$ cat src/rtl/core/clns_pkg.sv
// shared types, codes and constants for the character lcd nibble sequencer
// no dependencies; every module of the block imports this package
package clns_pkg;

	// request actions
	localparam logic [2:0] ACT_INIT   = 3'd0;
	localparam logic [2:0] ACT_CMD    = 3'd1;
	localparam logic [2:0] ACT_CHAR   = 3'd2;
	localparam logic [2:0] ACT_CURSOR = 3'd3;
	localparam logic [2:0] ACT_CLEAR  = 3'd4;

	// configuration register indexes
	localparam logic CFG_ENABLE_HIGH = 1'b0;
	localparam logic CFG_SETTLE      = 1'b1;

	localparam int CFG_DATA_W = 10;

	// reset values of the timing registers
	localparam logic [7:0] ENABLE_HIGH_RST = 8'd3;
	localparam logic [9:0] SETTLE_RST      = 10'd50;

	// fixed holds in microseconds
	localparam logic [15:0] HOLD_POWER_UP = 16'd40000;
	localparam logic [15:0] HOLD_LONG     = 16'd5000;
	localparam logic [15:0] HOLD_MID      = 16'd100;
	localparam logic [15:0] HOLD_CURSOR   = 16'd1000;

	// display command bytes
	localparam logic [7:0] CMD_CLEAR = 8'h01;

	// init sequence landmarks (step numbers within an init job)
	localparam logic [4:0] INIT_FIRST_BYTE_STEP = 5'd9;
	localparam logic [4:0] INIT_LAST_STEP       = 5'd25;

	// default depth of the job queue between front and back
	localparam int QUEUE_DEPTH_DEF = 4;

	typedef struct packed {
		logic [2:0] action;
		logic [7:0] byte_value;
		logic       row;
		logic [5:0] column;
	} in_item_t;

	typedef struct packed {
		logic        reg_select;
		logic        read_write;
		logic        enable_pin;
		logic [3:0]  data_nibble;
		logic        backlight_on;
		logic [15:0] hold_us;
		logic        last_step;
	} out_item_t;

	typedef struct packed {
		logic [7:0] enable_high_us;
		logic [9:0] settle_us;
	} timing_t;

	typedef enum logic [1:0] {
		JOB_INIT,
		JOB_BYTE,
		JOB_CHAR,
		JOB_CURSOR
	} job_kind_t;

	// one classified request, as queued for the back end
	typedef struct packed {
		job_kind_t  kind;
		logic [7:0] byte_val;
		logic       long_wait;
	} job_t;

	// command bytes sent during init, after the nibble-mode wake-up
	function automatic logic [7:0] init_byte(input logic [1:0] idx);
		logic [7:0] b;
		case (idx)
			2'd0:    b = 8'h28;
			2'd1:    b = 8'h0C;
			2'd2:    b = 8'h06;
			default: b = CMD_CLEAR;
		endcase
		return b;
	endfunction

endpackage

$ cat src/rtl/core/clns_front.sv
// front end: accepts requests, drops unused actions, classifies into jobs
// depends on clns_pkg
module clns_front (
	input  logic              clk,
	input  logic              arst_n,
	input  logic              in_valid,
	output logic              in_stall,
	input  clns_pkg::in_item_t in_item,
	input  logic              queue_full,
	output logic              push,
	output clns_pkg::job_t    push_job
);
	import clns_pkg::*;

	logic  valid_s1;
	job_t  job_s1;
	job_t  job_d;
	logic  known_d;
	logic  accept;

	// classify the incoming request
	always_comb begin
		known_d        = 1'b1;
		job_d.kind     = JOB_BYTE;
		job_d.byte_val = in_item.byte_value;
		job_d.long_wait = 1'b0;
		unique case (in_item.action)
			ACT_INIT: begin
				job_d.kind = JOB_INIT;
			end
			ACT_CMD: begin
				job_d.kind = JOB_BYTE;
			end
			ACT_CHAR: begin
				job_d.kind = JOB_CHAR;
			end
			ACT_CURSOR: begin
				job_d.kind      = JOB_CURSOR;
				job_d.byte_val  = {1'b1, in_item.row, in_item.column};
				job_d.long_wait = 1'b1;
			end
			ACT_CLEAR: begin
				job_d.kind      = JOB_BYTE;
				job_d.byte_val  = CMD_CLEAR;
				job_d.long_wait = 1'b1;
			end
			default: begin
				known_d = 1'b0;
			end
		endcase
	end

	// handshake: stage empties into the queue, refills in the same cycle
	assign push     = valid_s1 && !queue_full;
	assign in_stall = valid_s1 && queue_full;
	assign accept   = in_valid && !in_stall;
	assign push_job = job_s1;

	// stage register
	always_ff @(posedge clk or negedge arst_n) begin
		if (!arst_n) begin
			valid_s1 <= 1'b0;
		end else if (accept) begin
			valid_s1 <= known_d;
		end else if (push) begin
			valid_s1 <= 1'b0;
		end
	end

	always_ff @(posedge clk) begin
		if (accept) begin
			job_s1 <= job_d;
		end
	end

endmodule

$ cat src/rtl/core/clns_queue.sv
// small job queue between the front and back ends
// depends on clns_pkg
module clns_queue #(
	parameter int DEPTH = clns_pkg::QUEUE_DEPTH_DEF
) (
	input  logic           clk,
	input  logic           arst_n,
	input  logic           push,
	input  clns_pkg::job_t push_job,
	output logic           full,
	input  logic           pop,
	output logic           empty,
	output clns_pkg::job_t head_job
);
	import clns_pkg::*;

	localparam int PTR_W = (DEPTH > 1) ? $clog2(DEPTH) : 1;
	localparam int CNT_W = $clog2(DEPTH + 1);

	job_t             mem [DEPTH];
	logic [PTR_W-1:0] wr_ptr_q;
	logic [PTR_W-1:0] rd_ptr_q;
	logic [CNT_W-1:0] count_q;

	assign full     = (count_q == CNT_W'(DEPTH));
	assign empty    = (count_q == '0);
	assign head_job = mem[rd_ptr_q];

	function automatic logic [PTR_W-1:0] next_ptr(input logic [PTR_W-1:0] p);
		return (p == PTR_W'(DEPTH - 1)) ? '0 : p + 1'b1;
	endfunction

	// storage
	always_ff @(posedge clk) begin
		if (push) begin
			mem[wr_ptr_q] <= push_job;
		end
	end

	// pointers and fill count
	always_ff @(posedge clk or negedge arst_n) begin
		if (!arst_n) begin
			wr_ptr_q <= '0;
			rd_ptr_q <= '0;
			count_q  <= '0;
		end else begin
			if (push) begin
				wr_ptr_q <= next_ptr(wr_ptr_q);
			end
			if (pop) begin
				rd_ptr_q <= next_ptr(rd_ptr_q);
			end
			if (push && !pop) begin
				count_q <= count_q + 1'b1;
			end else if (pop && !push) begin
				count_q <= count_q - 1'b1;
			end
		end
	end

`ifndef ASSERT_OFF
	a_count_bound: assert property (@(posedge clk) disable iff (!arst_n)
		count_q <= CNT_W'(DEPTH))
		else $error("queue fill count above depth");
	a_no_push_full: assert property (@(posedge clk) disable iff (!arst_n)
		!(push && full))
		else $error("request pushed into full queue");
	a_no_pop_empty: assert property (@(posedge clk) disable iff (!arst_n)
		!(pop && empty))
		else $error("job popped from empty queue");
`endif

endmodule

$ cat src/rtl/core/clns_back.sv
// back end: steps through one job at a time, one pin state per cycle while out is not stalled
// depends on clns_pkg; holds the pin state and the output register
module clns_back (
	input  logic               clk,
	input  logic               arst_n,
	input  clns_pkg::timing_t  timing,
	input  logic               queue_empty,
	input  clns_pkg::job_t     head_job,
	output logic               pop,
	output logic               out_valid,
	input  logic               out_stall,
	output clns_pkg::out_item_t out_item
);
	import clns_pkg::*;

	job_t       job_q;
	logic       busy_q;
	logic [4:0] step_q;
	logic [3:0] pin_nibble_q;
	logic       pin_rs_q;
	logic       pin_bl_q;
	out_item_t  out_q;
	logic       out_valid_q;

	out_item_t  step_item;
	logic       advance;
	logic       step_done;

	// pin state for the current step of the current job
	always_comb begin
		logic        byte_mode;
		logic [7:0]  b;
		logic [1:0]  k;
		logic [15:0] extra;
		logic [15:0] pulse_extra;
		logic [4:0]  step_m1;
		logic [4:0]  step_m9;

		step_m1     = step_q - 5'd1;
		step_m9     = step_q - INIT_FIRST_BYTE_STEP;
		byte_mode   = 1'b0;
		b           = job_q.byte_val;
		k           = step_q[1:0];
		extra       = job_q.long_wait ? HOLD_LONG : 16'd0;
		pulse_extra = 16'd0;

		step_item.reg_select   = pin_rs_q;
		step_item.read_write   = 1'b0;
		step_item.enable_pin   = 1'b0;
		step_item.data_nibble  = pin_nibble_q;
		step_item.backlight_on = pin_bl_q;
		step_item.hold_us      = 16'd0;
		step_item.last_step    = 1'b0;

		unique case (job_q.kind)
			JOB_BYTE: begin
				byte_mode           = 1'b1;
				step_item.last_step = (step_q == 5'd3);
			end
			JOB_CHAR: begin
				if (step_q < 5'd4) begin
					byte_mode            = 1'b1;
					step_item.reg_select = 1'b1;
				end else begin
					// rs falls back to command, nothing else moves
					step_item.reg_select = 1'b0;
				end
				extra               = 16'd0;
				step_item.last_step = (step_q == 5'd4);
			end
			JOB_CURSOR: begin
				if (step_q == 5'd0) begin
					step_item.hold_us = HOLD_CURSOR;
				end else begin
					byte_mode = 1'b1;
					k         = step_m1[1:0];
				end
				step_item.last_step = (step_q == 5'd4);
			end
			JOB_INIT: begin
				if (step_q == 5'd0) begin
					// power-up wait with everything low
					step_item.backlight_on = 1'b0;
					step_item.data_nibble  = 4'd0;
					step_item.hold_us      = HOLD_POWER_UP;
				end else if (step_q < INIT_FIRST_BYTE_STEP) begin
					// wake-up pulses: three of 0x3, one of 0x2
					step_item.reg_select  = 1'b0;
					step_item.data_nibble = (step_q < 5'd7) ? 4'd3 : 4'd2;
					step_item.enable_pin  = step_q[0];
					if (step_q == 5'd2) begin
						pulse_extra = HOLD_LONG;
					end else if (step_q == 5'd4) begin
						pulse_extra = HOLD_MID;
					end
					step_item.hold_us = step_q[0] ? {8'd0, timing.enable_high_us}
						: {6'd0, timing.settle_us} + pulse_extra;
				end else if (step_q < INIT_LAST_STEP) begin
					// function set, display on, entry mode, clear
					byte_mode            = 1'b1;
					step_item.reg_select = 1'b0;
					b                    = init_byte(step_m9[3:2]);
					k                    = step_m9[1:0];
					extra                = (step_m9[3:2] == 2'd3) ? HOLD_LONG : 16'd0;
				end else begin
					step_item.reg_select   = 1'b0;
					step_item.backlight_on = 1'b1;
					step_item.last_step    = 1'b1;
				end
			end
			default: begin
				step_item.last_step = 1'b1;
			end
		endcase

		// one nibble of a byte, high nibble first, enable high then low
		if (byte_mode) begin
			step_item.data_nibble = k[1] ? b[3:0] : b[7:4];
			step_item.enable_pin  = !k[0];
			step_item.hold_us     = !k[0] ? {8'd0, timing.enable_high_us}
				: {6'd0, timing.settle_us} + ((k == 2'd3) ? extra : 16'd0);
		end
	end

	assign advance   = !out_valid_q || !out_stall;
	assign step_done = busy_q && advance && step_item.last_step;
	assign pop       = !queue_empty && (!busy_q || step_done);
	assign out_valid = out_valid_q;
	assign out_item  = out_q;

	// job control, pin state and output register
	always_ff @(posedge clk or negedge arst_n) begin
		if (!arst_n) begin
			busy_q       <= 1'b0;
			step_q       <= '0;
			out_valid_q  <= 1'b0;
			pin_nibble_q <= '0;
			pin_rs_q     <= 1'b0;
			pin_bl_q     <= 1'b0;
		end else begin
			if (advance) begin
				out_valid_q <= busy_q;
			end
			if (busy_q && advance) begin
				pin_nibble_q <= step_item.data_nibble;
				pin_rs_q     <= step_item.reg_select;
				pin_bl_q     <= step_item.backlight_on;
			end
			if (pop) begin
				step_q <= '0;
			end else if (busy_q && advance) begin
				step_q <= step_q + 5'd1;
			end
			if (pop) begin
				busy_q <= 1'b1;
			end else if (step_done) begin
				busy_q <= 1'b0;
			end
		end
	end

	always_ff @(posedge clk) begin
		if (pop) begin
			job_q <= head_job;
		end
		if (busy_q && advance) begin
			out_q <= step_item;
		end
	end

`ifndef ASSERT_OFF
	a_init_step_range: assert property (@(posedge clk) disable iff (!arst_n)
		busy_q && job_q.kind == JOB_INIT |-> step_q <= INIT_LAST_STEP)
		else $error("init job ran past its last step");
	a_short_step_range: assert property (@(posedge clk) disable iff (!arst_n)
		busy_q && job_q.kind != JOB_INIT |-> step_q <= 5'd4)
		else $error("short job ran past its last step");
	a_step_emitted: assert property (@(posedge clk) disable iff (!arst_n)
		busy_q && advance |=> out_valid_q)
		else $error("step produced without a valid output");
	a_enable_pulse: assert property (@(posedge clk) disable iff (!arst_n)
		out_valid_q && !out_stall && out_q.enable_pin |=> out_valid_q && !out_q.enable_pin
			&& out_q.data_nibble == $past(out_q.data_nibble))
		else $error("enable high step not followed by a matching low step");
`endif

endmodule

$ cat src/rtl/core/char_lcd_nibble_sequencer.sv
// top level of the character lcd nibble sequencer: timing registers and wiring
// depends on clns_pkg, clns_front, clns_queue, clns_back
//
//  channel | signals                          | direction | moves
//  in      | in_valid, in_stall, in_item      | into block| one request
//  out     | out_valid, out_stall, out_item   | out       | one pin state step
//  cfg     | cfg_we, cfg_index, cfg_data      | into block| one timing register
//
// one pin state step leaves per cycle while out is not stalled; the back end step counter
// sets how many steps a command byte, clear, character, cursor move or init takes.
// a request with an unused action is taken and gives nothing.
// reset clears the pin state, the queue and all valids; timing registers
// return to 3 us enable high and 50 us settle. requests keep being taken
// while out is stalled until the front stage and the job queue are full.
module char_lcd_nibble_sequencer #(
	parameter int QUEUE_DEPTH = clns_pkg::QUEUE_DEPTH_DEF
) (
	input  logic                              clk,
	input  logic                              arst_n,
	input  logic                              in_valid,
	output logic                              in_stall,
	input  clns_pkg::in_item_t                in_item,
	output logic                              out_valid,
	input  logic                              out_stall,
	output clns_pkg::out_item_t               out_item,
	input  logic                              cfg_we,
	input  logic                              cfg_index,
	input  logic [clns_pkg::CFG_DATA_W-1:0]   cfg_data
);
	import clns_pkg::*;

	timing_t timing_q;
	logic    queue_full;
	logic    queue_empty;
	logic    push;
	logic    pop;
	job_t    push_job;
	job_t    head_job;

	// timing registers
	always_ff @(posedge clk or negedge arst_n) begin
		if (!arst_n) begin
			timing_q.enable_high_us <= ENABLE_HIGH_RST;
			timing_q.settle_us      <= SETTLE_RST;
		end else if (cfg_we) begin
			unique case (cfg_index)
				CFG_ENABLE_HIGH: timing_q.enable_high_us <= cfg_data[7:0];
				CFG_SETTLE:      timing_q.settle_us      <= cfg_data[9:0];
				default: begin
				end
			endcase
		end
	end

	clns_front u_front (
		.clk        (clk),
		.arst_n     (arst_n),
		.in_valid   (in_valid),
		.in_stall   (in_stall),
		.in_item    (in_item),
		.queue_full (queue_full),
		.push       (push),
		.push_job   (push_job)
	);

	clns_queue #(
		.DEPTH (QUEUE_DEPTH)
	) u_queue (
		.clk      (clk),
		.arst_n   (arst_n),
		.push     (push),
		.push_job (push_job),
		.full     (queue_full),
		.pop      (pop),
		.empty    (queue_empty),
		.head_job (head_job)
	);

	clns_back u_back (
		.clk         (clk),
		.arst_n      (arst_n),
		.timing      (timing_q),
		.queue_empty (queue_empty),
		.head_job    (head_job),
		.pop         (pop),
		.out_valid   (out_valid),
		.out_stall   (out_stall),
		.out_item    (out_item)
	);

endmodule
$ cat config.mk
export PLATFORM = sky130hd
export DESIGN_NAME = char_lcd_nibble_sequencer
export DESIGN_NICKNAME = d
export VERILOG_FILES = /design/src/rtl/core/clns_pkg.sv /design/src/rtl/core/clns_front.sv /design/src/rtl/core/clns_queue.sv /design/src/rtl/core/clns_back.sv /design/src/rtl/core/char_lcd_nibble_sequencer.sv
export SDC_FILE = /design/constraint.sdc
export NUM_CORES = 1
export LEC_CHECK = 0
export BUFFER_PORTS_ARGS = -buffer_cell sky130_fd_sc_hd__buf_2
export CAP_MARGIN = 10
export CORE_MARGIN = 4
export CORE_UTILIZATION = 55
export CTS_BUF_LIST = sky130_fd_sc_hd__clkbuf_2
export DETAILED_ROUTE_END_ITERATION = 7
export GPL_TIMING_DRIVEN = 0
export PLACE_DENSITY = 0.87
export REMOVE_ABC_BUFFERS = 1
export SYNTH_ARGS = -nofsm -noshare
export SYNTH_HDL_FRONTEND = slang
export SYNTH_SLANG_ARGS = --single-unit
$ cat constraint.sdc
create_clock -name clk -period 3.23 [get_ports clk]
set_input_delay 0.4845 -clock clk [delete_from_list [all_inputs] [get_ports clk]]
set_output_delay 0.4845 -clock clk [all_outputs]
set_load 0.05 [all_outputs]
==> results by group <==
Run status
  • Outcome: finished, final reports clean

Yosys
  • Leading area contributor after synthesis: edfxtp_1
  • Post-synth top flop: edfxtp_1
  • Ys async rst share: 30.95%
  • Avg Synthesized Cell Area: 12.80 um^2
  • Top cells by area, synth: edfxtp_1 41%, dfrtp_1 13%, ha_1 5.9%
  • Library cells used by synthesis: 68
  • Synth Instances: 493
  • FF+latch count, synth: 126
  • Part of the Yosys area used for sequential elements: 56.97%
  • Total number of yosys warnings: 0
  • Post-synth EDFFs: 87
  • Synth top area share: 41.40%
  • Cell area after synthesis: 6310 um^2

Timing
  • Fin. max-slew vios: 0
  • Clock skew: 46.66 ps
  • Worst-case hold slack: 53.62 ps
  • Worst Max-Slew Pin Slew: 1003 ps
  • Crit share post-route: 99.94%
  • Worst setup margin: 1.975 ps
  • RSZ-0062 raised after global routing: yes
  • Final setup violation count: 0
  • Max transition margin: 33.05%
  • Min Tclk post-route: 3228 ps
  • Endpoints failing hold: 0
  • Max frequency: 309.8 MHz
  • Total negative setup slack: 0 ps

Worst setup path
  • CP Data Arrival Time: 3800 ps
  • CP max FO: 5
  • Critical Path RT: 3810 ps
  • Crit-path cells: or3_4, xor2_2, ha_1, mux2_2, a22oi_2, nor2_4, ha_4, and2_4, nor2b_4, o21ai_2, o41ai_2, a21oi_1, nand4_1, nand2b_1
  • Slowest stage cell, crit path: dfrtp_2
  • Crit path capture type: flop
  • Critical path's top delay family: simple AND/OR/NAND/NOR gates
  • Delay of the slowest cell on the worst path: 500 ps
  • Worst Path Buf+Inv: 0
  • CP startpoint kind: flop
  • Setup CP Type: reg2reg

Routing
  • Antenna Nets Post-Route: 0
  • Via/cell ratio: 5.928
  • DR pass1 iterations: 7
  • Via count: 4369
  • Drt initial violations: 293
  • Total detailed-routing wirelength: 13.24 mm
  • Routed len/inst: 17.96 um
  • DRC: 0

Clock network
  • Clk_lat worst skew: 680 ps
  • CTS Sinks: 126
  • Root Buffer: clkbuf_2
  • CTS buffer count: 17
  • CTS tree: yes
  • Worst-path clk slew: 230 ps
  • Clock Tree Buf Depth: 2
  • H-tree depth: 4

Floorplanning
  • I/O pin count: 61
  • Row cnt: 38
  • Die height: 115.1 um
  • Starting Density: 57.20%
  • Die ar.: 13250 um^2
  • Die X: 115.1 um
  • Total core area: 11030 um^2

Global route
  • Largest net degree at the start of global routing: 40
  • First-pass GRT wire length: 21.23 mm
  • Remaining global-route overflow: 0
  • Vias in the first global route: 4451
  • Initial antenna violation count: 0
  • Total track usage: 20.65%

Cells and area
  • Fillers: 772
  • FF/Latch Area: 3603 um^2
  • Most common cell after layout, fill and taps aside: edfxtp_1
  • Multi-input logic area: 2775 um^2
  • Area Growth Syn to Fin: 17.75%
  • Ratio of cells with drive above 1 in the final layout: 33.84%
  • Most frequent cells in the layout: 87 x edfxtp_1, 57 x buf_2, 44 x nand2_1
  • N_diodes: 0
  • Net count, final: 650

Placed design
  • Setup slack after placement: -1221 ps
  • I/O Buffers: 57
  • Post-DP HPWL: 8.783 mm
  • Gpl congestion: 0.9156

Hold path
  • Hold WC Path Type: in2reg

Run
  • Maxcap violations: 0

Power and ir drop
  • Cell area power density: 784.4 nW/um^2
  • Leak pwr: 0.002944 uW
  • Worst IR Drop VDD: 0.4494 mV
## registers in the layout, summed over array words and instances, names as in the netlist
name                 cells
u_back.step_q            5
timing_q                18
u_back.busy_q            1
u_queue.wr_ptr_q         2
u_front.valid_s1         1
u_back.pin_bl_q          1
u_front.push_job        11
u_queue.rd_ptr_q         2
u_back.pin_rs_q          1
u_queue.count_q          3
u_back.pin_nibble_q      4
u_back.out_item         21
u_back.out_valid         1
u_back.job_q            11
u_queue.mem             44
## path summary, 6_finish.rpt
path | start | slack [ps] | end | depth (start not counted)
max in group asynchronous | arst_n | 2120 | u_back.step_q[3] | 2
min in group asynchronous | arst_n | 440 | u_back.step_q[2] | 2
setup / recovery | u_back.step_q[2] | 2 | u_back.out_item[10] | 14
hold reg to reg | u_front.push_job[5] | 520 | u_queue.mem[3][5] | 0
hold / removal | cfg_data[9] | 50 | timing_q[9] | 2
setup reg to reg | u_back.step_q[2] | 2 | u_back.out_item[10] | 14
## timing repair
item | in CTS | in global routing
setup endpoints to repair | 33 | 6
resized for setup | 28 | 24
cloned | 0 | 0
endpoints found under the hold margin | 35 | 3
hold buffers | 2 | 3
pin swaps | 7 | 15
setup buffers | 15 | 13
## layer usage
| metal | share of wire [%] | global-route usage [%] |
|---|---|---|
| met1 | 37 | 22.87 |
| met2 | 52 | 37.23 |
| met3 | 6.9 | 4.632 |
| met4 | 3.7 | 10.25 |
| met5 | 0 | 0 |
## kinds of logic (layout without fill, tap and decap cells)
| family | Yosys count | in the layout | synth area share [%] |
|---|---|---|---|
| flip-flops | 126 | 126 | 56.97 |
| AO/OA/AOI/OAI | 92 | 92 | 10.25 |
| XOR/XNOR | 19 | 19 | 2.756 |
| buffers and inverters | 37 | 139 | 2.618 |
| AND/OR/NAND/NOR | 145 | 145 | 11.34 |
| other | 1 | 3 | 0.05943 |
| adder cells (fa/ha/maj) | 32 | 32 | 6.583 |
| multiplexers | 41 | 41 | 9.419 |
## cell type report
class	count	area share (%)
tap	140	2.358
inverter	16	0.8420
timing repair buffer	91	7.629
sequential	126	48.50
clock buffer	18	1.213
clock inverter	14	2.105
multi-input combinational	332	37.35
## cells in the mapped netlist, types with 5 or more instances
cell / number
inv_1: 16
nor3_1: 12
nand2_1: 45
nand3_1: 10
nor2b_1: 9
dfrtp_1: 34
clkbuf_1: 11
and2_1: 11
mux4_2: 12
ha_1: 30
dfstp_2: 5
a21o_1: 5
nor2_1: 30
o21ai_0: 19
xor2_1: 11
a221o_1: 5
edfxtp_1: 87
mux2_2: 24
nand2b_1: 5
a21oi_1: 16
a211oi_1: 9
xnor2_1: 7
## report_power, final
part           total, uW  internal (uW)  switching, uW
Clock                998            373            625
Sequential          2470           2150            320
Combinational       2360           1030           1330
Total               5830           3550           2270
## through the flow
| step | cells | instance area [um^2] | util (%) | power, uW |
|---|---|---|---|---|
| floorplan | 474 | 6212 | - | 3916 |
| global placement | 671 | 6673 | 60.49 | 4314 |
| detailed placement | 671 | 6673 | 60.49 | 4438 |
| CTS | 720 | 7187 | 65.15 | 5661 |
| global route | 737 | 7430 | 67.35 | 6181 |
| finish | 737 | 7430 | 67.35 | 5828 |
Power figures use the tool's default switching activity.
